<file path="config.mk">
export PLATFORM = sky130hd
export DESIGN_NAME = sequential_list_store
export DESIGN_NICKNAME = d
export VERILOG_FILES = /design/src/hdl/sls_pkg.sv /design/src/hdl/sls_front.sv /design/src/hdl/sls_queue.sv /design/src/hdl/sls_back.sv /design/src/hdl/sequential_list_store.sv
export SDC_FILE = /design/constraint.sdc
export NUM_CORES = 2
export LEC_CHECK = 0
export BUFFER_PORTS_ARGS = -buffer_cell sky130_fd_sc_hd__buf_2
export CORE_MARGIN = 2
export CORE_UTILIZATION = 60
export DETAILED_ROUTE_END_ITERATION = 8
export PLACE_DENSITY = 0.76
export SYNTH_ARGS = -nofsm -noshare
export SYNTH_HDL_FRONTEND = slang
export SYNTH_SLANG_ARGS = --single-unit
</file>
<file path="constraint.sdc">
create_clock -name clk_i -period 13.9 [get_ports clk_i]
set_input_delay 3.475 -clock clk_i [delete_from_list [all_inputs] [get_ports clk_i]]
set_output_delay 3.475 -clock clk_i [all_outputs]
set_load 0.005 [all_outputs]
</file>
<file path="src/hdl/sls_pkg.sv">
`default_nettype none

package sls_pkg;

  // List storage
  localparam int unsigned DEPTH  = 64;
  localparam int unsigned ADDR_W = $clog2(DEPTH);
  localparam int unsigned CNT_W  = $clog2(DEPTH + 1);

  // Item field widths
  localparam int unsigned CMD_W   = 2;
  localparam int unsigned VALUE_W = 32;
  localparam int unsigned POS_W   = 6;
  localparam int unsigned FOUND_W = 6;
  localparam int unsigned FILL_W  = 7;

  // Stream packing
  localparam int unsigned IN_DATA_W  = 40;
  localparam int unsigned OUT_DATA_W = 48;

  // Queue between front and back
  localparam int unsigned QDEPTH = 2;
  localparam int unsigned QPTR_W = 1;
  localparam int unsigned QCNT_W = 2;

  typedef enum logic [CMD_W-1:0] {
    CMD_APPEND = 2'd0,
    CMD_READ   = 2'd1,
    CMD_LOCATE = 2'd2,
    CMD_CLEAR  = 2'd3
  } sls_cmd_e;

  typedef struct packed {
    sls_cmd_e                   cmd;
    logic signed [VALUE_W-1:0]  value;
    logic        [POS_W-1:0]    position;
  } sls_item_t;

  typedef struct packed {
    logic                       ok;
    logic signed [VALUE_W-1:0]  read_value;
    logic        [FOUND_W-1:0]  found_at;
    logic        [FILL_W-1:0]   fill_count;
  } sls_result_t;

endpackage

`default_nettype wire

</file>
<file path="src/hdl/sls_front.sv">
`default_nettype none

module sls_front (
  input  wire                            clk_i,
  input  wire                            rst_ni,
  input  wire                            s_axis_tvalid_i,
  output logic                           s_axis_tready_o,
  // value[31:0], position[37:32], zero fill above
  input  wire  [sls_pkg::IN_DATA_W-1:0]  s_axis_tdata_i,
  // cmd[1:0]
  input  wire  [sls_pkg::CMD_W-1:0]      s_axis_tuser_i,
  output logic                           push_valid_o,
  input  wire                            push_ready_i,
  output sls_pkg::sls_item_t             push_item_o
);
  import sls_pkg::*;

  logic      vld_q, vld_d;
  sls_item_t item_q, item_d;
  logic      take;

  assign s_axis_tready_o = !vld_q || push_ready_i;
  assign take            = s_axis_tvalid_i && s_axis_tready_o;

  // Unpack the stream word into the queue item
  always_comb begin
    item_d          = item_q;
    vld_d           = vld_q;
    if (vld_q && push_ready_i) begin
      vld_d = 1'b0;
    end
    if (take) begin
      vld_d          = 1'b1;
      item_d.cmd      = sls_cmd_e'(s_axis_tuser_i);
      item_d.value    = s_axis_tdata_i[VALUE_W-1:0];
      item_d.position = s_axis_tdata_i[VALUE_W +: POS_W];
    end
  end

  always_ff @(posedge clk_i or negedge rst_ni) begin
    if (!rst_ni) begin
      vld_q <= 1'b0;
    end else begin
      vld_q <= vld_d;
    end
  end

  always_ff @(posedge clk_i) begin
    item_q <= item_d;
  end

  assign push_valid_o = vld_q;
  assign push_item_o  = item_q;

endmodule

`default_nettype wire

</file>
<file path="src/hdl/sls_queue.sv">
`default_nettype none

module sls_queue (
  input  wire                 clk_i,
  input  wire                 rst_ni,
  input  wire                 push_valid_i,
  output logic                push_ready_o,
  input  sls_pkg::sls_item_t  push_item_i,
  output logic                pop_valid_o,
  input  wire                 pop_ready_i,
  output sls_pkg::sls_item_t  pop_item_o
);
  import sls_pkg::*;

  sls_item_t          slots_q [QDEPTH];
  logic [QPTR_W-1:0]  wr_ptr_q, wr_ptr_d;
  logic [QPTR_W-1:0]  rd_ptr_q, rd_ptr_d;
  logic [QCNT_W-1:0]  cnt_q, cnt_d;
  logic               push, pop;

  assign push_ready_o = (cnt_q != QCNT_W'(QDEPTH));
  assign pop_valid_o  = (cnt_q != '0);
  assign push         = push_valid_i && push_ready_o;
  assign pop          = pop_valid_o && pop_ready_i;
  assign pop_item_o   = slots_q[rd_ptr_q];

  always_comb begin
    wr_ptr_d = push ? wr_ptr_q + 1'b1 : wr_ptr_q;
    rd_ptr_d = pop  ? rd_ptr_q + 1'b1 : rd_ptr_q;
    cnt_d    = cnt_q;
    if (push && !pop) begin
      cnt_d = cnt_q + 1'b1;
    end else if (pop && !push) begin
      cnt_d = cnt_q - 1'b1;
    end
  end

  always_ff @(posedge clk_i or negedge rst_ni) begin
    if (!rst_ni) begin
      wr_ptr_q <= '0;
      rd_ptr_q <= '0;
      cnt_q    <= '0;
    end else begin
      wr_ptr_q <= wr_ptr_d;
      rd_ptr_q <= rd_ptr_d;
      cnt_q    <= cnt_d;
    end
  end

  always_ff @(posedge clk_i) begin
    if (push) begin
      slots_q[wr_ptr_q] <= push_item_i;
    end
  end

endmodule

`default_nettype wire

</file>
<file path="src/hdl/sls_back.sv">
`default_nettype none

module sls_back (
  input  wire                 clk_i,
  input  wire                 rst_ni,
  input  wire                 pop_valid_i,
  output logic                pop_ready_o,
  input  sls_pkg::sls_item_t  pop_item_i,
  output logic                res_valid_o,
  input  wire                 res_ready_i,
  output sls_pkg::sls_result_t res_o
);
  import sls_pkg::*;

  localparam logic [1:0] ST_IDLE = 2'd0;
  localparam logic [1:0] ST_READ = 2'd1;
  localparam logic [1:0] ST_SCAN = 2'd2;

  logic [1:0]                state_q, state_d;
  logic [CNT_W-1:0]          cnt_q, cnt_d;
  logic signed [VALUE_W-1:0] key_q, key_d;
  logic [CNT_W-1:0]          scan_q, scan_d;
  logic                      cmp_vld_q, cmp_vld_d;
  logic [ADDR_W-1:0]         cmp_idx_q, cmp_idx_d;
  logic                      out_vld_q, out_vld_d;
  sls_result_t               out_q, out_d;

  logic signed [VALUE_W-1:0] mem [DEPTH];
  logic signed [VALUE_W-1:0] rd_data_q;
  logic                      rd_en, wr_en;
  logic [ADDR_W-1:0]         rd_addr, wr_addr;
  logic                      out_free, pop;
  logic                      load;
  sls_result_t               res;

  assign out_free    = !out_vld_q || res_ready_i;
  assign pop_ready_o = (state_q == ST_IDLE) && out_free;
  assign pop         = pop_valid_i && pop_ready_o;

  always_comb begin
    state_d   = state_q;
    cnt_d     = cnt_q;
    key_d     = key_q;
    scan_d    = scan_q;
    cmp_vld_d = 1'b0;
    cmp_idx_d = cmp_idx_q;
    rd_en     = 1'b0;
    rd_addr   = '0;
    wr_en     = 1'b0;
    wr_addr   = cnt_q[ADDR_W-1:0];
    load      = 1'b0;
    res       = '0;

    case (state_q)
      ST_IDLE: begin
        if (pop) begin
          case (pop_item_i.cmd)
            CMD_APPEND: begin
              load = 1'b1;
              if (cnt_q < CNT_W'(DEPTH)) begin
                wr_en  = 1'b1;
                cnt_d  = cnt_q + 1'b1;
                res.ok = 1'b1;
              end
              res.fill_count = FILL_W'(cnt_d);
            end
            CMD_READ: begin
              if (CNT_W'(pop_item_i.position) < cnt_q) begin
                rd_en   = 1'b1;
                rd_addr = ADDR_W'(pop_item_i.position);
                state_d = ST_READ;
              end else begin
                load           = 1'b1;
                res.fill_count = FILL_W'(cnt_q);
              end
            end
            CMD_LOCATE: begin
              if (cnt_q != '0) begin
                key_d   = pop_item_i.value;
                scan_d  = '0;
                state_d = ST_SCAN;
              end else begin
                load           = 1'b1;
                res.fill_count = FILL_W'(cnt_q);
              end
            end
            default: begin
              // clear: drop every entry
              cnt_d = '0;
              load  = 1'b1;
            end
          endcase
        end
      end
      ST_READ: begin
        load           = 1'b1;
        res.ok         = 1'b1;
        res.read_value = rd_data_q;
        res.fill_count = FILL_W'(cnt_q);
        state_d        = ST_IDLE;
      end
      ST_SCAN: begin
        // issue one address a cycle, compare the word read the cycle before
        if (scan_q < cnt_q) begin
          rd_en     = 1'b1;
          rd_addr   = scan_q[ADDR_W-1:0];
          scan_d    = scan_q + 1'b1;
          cmp_vld_d = 1'b1;
          cmp_idx_d = scan_q[ADDR_W-1:0];
        end
        res.fill_count = FILL_W'(cnt_q);
        if (cmp_vld_q && (rd_data_q == key_q)) begin
          load         = 1'b1;
          res.ok       = 1'b1;
          res.found_at = FOUND_W'(cmp_idx_q);
          state_d      = ST_IDLE;
          cmp_vld_d    = 1'b0;
        end else if (cmp_vld_q && ((CNT_W'(cmp_idx_q) + 1'b1) == cnt_q)) begin
          load      = 1'b1;
          state_d   = ST_IDLE;
          cmp_vld_d = 1'b0;
        end
      end
      default: begin
        state_d = ST_IDLE;
      end
    endcase
  end

  always_comb begin
    out_vld_d = out_vld_q;
    out_d     = out_q;
    if (out_vld_q && res_ready_i) begin
      out_vld_d = 1'b0;
    end
    if (load) begin
      out_vld_d = 1'b1;
      out_d     = res;
    end
  end

  always_ff @(posedge clk_i or negedge rst_ni) begin
    if (!rst_ni) begin
      state_q   <= ST_IDLE;
      cnt_q     <= '0;
      scan_q    <= '0;
      cmp_vld_q <= 1'b0;
      out_vld_q <= 1'b0;
    end else begin
      state_q   <= state_d;
      cnt_q     <= cnt_d;
      scan_q    <= scan_d;
      cmp_vld_q <= cmp_vld_d;
      out_vld_q <= out_vld_d;
    end
  end

  always_ff @(posedge clk_i) begin
    key_q     <= key_d;
    cmp_idx_q <= cmp_idx_d;
    out_q     <= out_d;
  end

  always_ff @(posedge clk_i) begin
    if (wr_en) begin
      mem[wr_addr] <= pop_item_i.value;
    end
    if (rd_en) begin
      rd_data_q <= mem[rd_addr];
    end
  end

  assign res_valid_o = out_vld_q;
  assign res_o       = out_q;

endmodule

`default_nettype wire

</file>
<file path="src/hdl/sequential_list_store.sv">
// Path: each command passes the front register and the queue to the output register;
//   a read adds the memory read register, a locate a scan to the first match or list end.
// Throughput: one append or clear per cycle while the output is taken; a locate holds the
//   back end while it scans the entries through the single read port of the entry memory.
// Reset: asynchronous, active low; empties the list and the queue. Entries are not cleared.
`default_nettype none

module sequential_list_store (
  input  wire                             clk_i,
  input  wire                             rst_ni,
  input  wire                             s_axis_tvalid_i,
  output logic                            s_axis_tready_o,
  // value[31:0], position[37:32], zero fill [39:38]
  input  wire  [sls_pkg::IN_DATA_W-1:0]   s_axis_tdata_i,
  // cmd[1:0]
  input  wire  [sls_pkg::CMD_W-1:0]       s_axis_tuser_i,
  output logic                            m_axis_tvalid_o,
  input  wire                             m_axis_tready_i,
  // read_value[31:0], found_at[37:32], fill_count[44:38], zero fill [47:45]
  output logic [sls_pkg::OUT_DATA_W-1:0]  m_axis_tdata_o,
  // ok[0]
  output logic [0:0]                      m_axis_tuser_o
);
  import sls_pkg::*;

  logic        push_valid, push_ready;
  sls_item_t   push_item;
  logic        pop_valid, pop_ready;
  sls_item_t   pop_item;
  sls_result_t res;

  sls_front u_front (
    .clk_i,
    .rst_ni,
    .s_axis_tvalid_i,
    .s_axis_tready_o,
    .s_axis_tdata_i,
    .s_axis_tuser_i,
    .push_valid_o (push_valid),
    .push_ready_i (push_ready),
    .push_item_o  (push_item)
  );

  sls_queue u_queue (
    .clk_i,
    .rst_ni,
    .push_valid_i (push_valid),
    .push_ready_o (push_ready),
    .push_item_i  (push_item),
    .pop_valid_o  (pop_valid),
    .pop_ready_i  (pop_ready),
    .pop_item_o   (pop_item)
  );

  sls_back u_back (
    .clk_i,
    .rst_ni,
    .pop_valid_i  (pop_valid),
    .pop_ready_o  (pop_ready),
    .pop_item_i   (pop_item),
    .res_valid_o  (m_axis_tvalid_o),
    .res_ready_i  (m_axis_tready_i),
    .res_o        (res)
  );

  assign m_axis_tdata_o = {
    (OUT_DATA_W - VALUE_W - FOUND_W - FILL_W)'(0),
    res.fill_count, res.found_at, res.read_value
  };
  assign m_axis_tuser_o = res.ok;

  ap_fill_bound: assert property (@(posedge clk_i) disable iff (!rst_ni)
    m_axis_tvalid_o |-> (res.fill_count <= FILL_W'(DEPTH)))
    else $error("fill count above capacity");

  ap_read_needs_ok: assert property (@(posedge clk_i) disable iff (!rst_ni)
    (m_axis_tvalid_o && ((res.read_value != '0) || (res.found_at != '0))) |-> res.ok)
    else $error("read value or position reported without success");

  ap_empty_no_ok: assert property (@(posedge clk_i) disable iff (!rst_ni)
    (m_axis_tvalid_o && (res.fill_count == '0)) |-> !res.ok)
    else $error("success reported on an empty list");

  ap_queue_order: assert property (@(posedge clk_i) disable iff (!rst_ni)
    (pop_valid && !pop_ready) |=> pop_valid)
    else $error("queue head lost while back end busy");

endmodule

`default_nettype wire

</file>
==> reports/metrics.csv <==
stage;metric;value;unit
status;status;completed;
global_route;grt_pass1_wl;356000;um
drt;wl_met1;86600;um
power;vdd_ir_drop_max;0.000150;V
critical_path;timing.critical_path.slowest_stage_cell;buf_4;
worst_hold_path;hold_depth;0;
critical_path;cp.required;14.49;ns
cts;htreeDepth;4;
critical_path;critical_path.top_delay_family;buffers and inverters;
cts;cts_buffers;211;
cts;cts_resized;0;
cts;insertion_delay;0.85;ns
sta;fmax;121;MHz
sta;fin_crit;8.25;ns
yosys;synth_edf_count;2284;
layout;mostFrequentLayoutCell;edfxtp_1;
drt;route.vias.total;55100;
critical_path;worst-r2r-setup-slack;6.51;ns
cts;clk_pin_slew;0.06;ns
floorplanning;core-area;0.150;mm^2
drt;drt_iter0_drc;9176;
cts;clockBufferDepth;3;
critical_path;slowest_delay;0.75;ns
yosys;synth_area;0.0903;mm^2
power;cellPowerDensity;177;mW/mm^2
cts;cts_tree;yes;
critical_path;cp_common_cell;buf_4;
layout;regArea;0.0692;mm^2
critical_path;cp-end-kind;flop;
sta;setup_viol;0;
critical_path;path_cells;buf_2 -> nand2b_1 -> o2111ai_1 -> and3b_1 -> a22oi_2 -> buf_4 -> buf_4 -> buf_4 -> buf_4 -> nand2_1 -> nand3_1 -> a31oi_1 -> o21ai_0 -> nand2_1 -> a311oi_1;
cts;hold_buffers;0;
drt;wl_met2;115000;um
placed_design;dpl.hpwl;129000;um
sta;worst_pin_slew;1.39;ns
yosys;synthFlopType;edfxtp_1;
yosys;ys_async_sr_fraction;0.997;%
power;p_leak;35.0;nW
drt;postRouteWirelength;248000;um
yosys;synthCells;5932;
run;maxCapViolations;0;
yosys;synth_warnings;0;
layout;multi_input_area;0.0198;mm^2
global_route;overflow;0;
yosys;syn_avg_cell_area;15.2;um^2
critical_path;r2r_start;u_queue.rd_ptr_q;
global_route;antenna_found_initial;4;
sta;fin_crit_sh;59.4;%
critical_path;arrival;8.85;ns
floorplanning;dieArea;0.154;mm^2
worst_hold_path;hold_path_startpoint;u_front.push_item_o[33];
yosys;synth-seq-cells;2307;
sta;slew_headroom;7.51;%
placed_design;portBuffers;91;
yosys;synth_cell_types;72;
drt;dr_wl_met3;32500;um
floorplanning;die-height;392;um
power;finalPower;17.7;mW
sta;hold_viol_final;0;
layout;final_cell_mix;edfxtp_1, nand2_1, mux2i_1, nand3_1, a21oi_1;
layout;final_nets;6097;
sta;tns;0;ns
drt;ant_nets;0;
cts;cts-root-buf;clkbuf_16;
critical_path;critPathBufInv;5;
drt;dr.pass1.iters;8;
critical_path;timing.rr.end;u_back.rd_data_q[11];
worst_hold_path;hold-path-endpoint;u_queue.slots_q[1][33];
drt;dr.max_layer_used;met5;
critical_path;reg2reg_depth;16;
critical_path;startpoint_type;input port;
cts;cts_sinks;2307;
layout;areaGrowthSynthToFinish;10.6;%
drt;viasPerCell;6.71;
floorplanning;initial_core_util;60.3;%
layout;num-fill-cells;9807;
cts;cts_setup_buffers;0;
drt;wl_per_cell;30.2;um
floorplanning;ios;97;
sta;rsz0062_at_grt;no;
sta;finalMaxSlewViolations;0;
layout;drive_above_1_share;10.5;%
worst_hold_path;hold_class;reg2reg;
sta;final.setup_skew;0.0259;ns
placed_design;place.gp.congestion;0.853;
drt;drc;0;
global_route;grt_max_degree;133;
yosys;yosysSeqAreaShare;76.6;%
global_route;grt_pass1_vias;52700;
floorplanning;die-width;392;um
floorplanning;rows;142;
critical_path;worst-setup-path-type;in2reg;
critical_path;critPathMaxFanout;59;
global_route;grt_usage;32.3;%
-- registers in the layout, indices dropped and copies added, names as in the netlist, 2 cells and up --
| register | cells |
|---|---|
| u_back.rd_data_q | 32 |
| u_queue.cnt_q | 2 |
| u_back.key_q | 32 |
| u_back.state_q | 2 |
| u_back.mem | 2048 |
| u_front.push_item_o | 40 |
| u_queue.slots_q | 80 |
| u_back.scan_q | 7 |
| u_back.cmp_idx_q | 6 |
| u_back.res_o | 46 |
| u_back.cnt_q | 7 |
-- power by group --
part	total [mW]	internal [mW]	leakage [nW]	switching, mW
Combinational	3.02	0.697	10.9	2.32
Clock	5.56	3.09	3.18	2.47
Sequential	9.09	8.94	20.9	0.150
-- cell families after synthesis --
| logic type | after synthesis | synth area share (%) |
|---|---|---|
| AOI/OAI and AO/OA | 821 | 5.85 |
| xor gates and xnor gates | 52 | 0.505 |
| adders and majority gates | 24 | 0.333 |
| buffers and inverters | 379 | 2.12 |
| DFF | 2307 | 76.6 |
| muxes | 518 | 5.81 |
| other | 1 | 0.00415 |
| and+or+nand+nor | 1830 | 8.77 |
-- synthesized netlist by cell type, drive strengths merged, types with 45 or more instances --
library cell | n | area share (%)
edfxtp | 2284 | 76
nand2 | 1091 | 4.5
mux2i | 473 | 5.2
nand3 | 339 | 1.9
a21oi | 318 | 1.8
buf | 272 | 1.7
nor2 | 143 | 0.60
o22ai | 134 | 0.93
o221ai | 125 | 1.2
clkbuf | 88 | 0.37
nor4 | 87 | 0.60
o21ai | 60 | 0.33
a31oi | 52 | 0.36
nor3 | 47 | 0.26
mux2 | 45 | 0.56
-- routing by layer --
| metal | track usage (%) | up-vias |
|---|---|---|
| li1 | - | 22900 |
| met1 | 44.0 | 27100 |
| met2 | 49.8 | 4300 |
| met3 | 6.26 | 794 |
| met4 | 17.2 | 6 |
| met5 | 0 | - |
-- how the worst max path moves through the flow --
stage / start / to / slack (ns) / cells after the start
6_report: m_axis_tready_i / u_back.rd_data_q[11] / 5.65 / 15
5_1_grt: m_axis_tready_i / u_back.rd_data_q[5] / 5.63 / 15
4_1_cts: m_axis_tready_i / u_back.rd_data_q[11] / 5.85 / 15
3_5_place_dp: m_axis_tready_i / u_back.rd_data_q[5] / 5.01 / 15
3_3_place_gp: m_axis_tready_i / u_back.rd_data_q[5] / 5.10 / 15
2_1_floorplan: m_axis_tready_i / u_back.res_o[0] / 7.37 / 6
-- layout make-up --
type,instances,area share [%]
antenna,1,0.00251
clock buffer,277,5.62
clock inverter,108,0.923
inverter,19,0.0714
multi-input combinational,3248,19.9
sequential,2307,69.3
tap,2016,2.53
timing repair buffer,240,1.73
-- worst reg2reg max path: stages (launching register included) --
cell and delay (ns):
dfrtp_2 1.03, mux2_2 0.48, ha_1 0.31, a211oi_1 0.07
o32a_1 0.36, and3b_1 0.37, a22oi_2 0.25, buf_4 0.46
buf_4 0.68, buf_4 0.77, buf_4 0.69, nand2_1 0.18
nand3_1 0.11, a31oi_1 0.11, o21ai_0 0.51, nand2_1 0.28
a311oi_1 0.49
-- per-stage QoR --
stage               hold WS [ns]  utilization, %  cells  setup slack [ns]  instance area [um^2]
floorplan                  0.421               -   5934              7.37                 90300
global placement           0.425            62.4   7830              5.10                 93300
detailed placement         0.430            62.4   7830              5.01                 93300
CTS                        0.444            66.7   8215              5.85                 99900
global route               0.461            66.7   8215              5.63                 99900
finish                     0.444            66.7   8216              5.65                 99900
(Power assumes the default switching activity.)
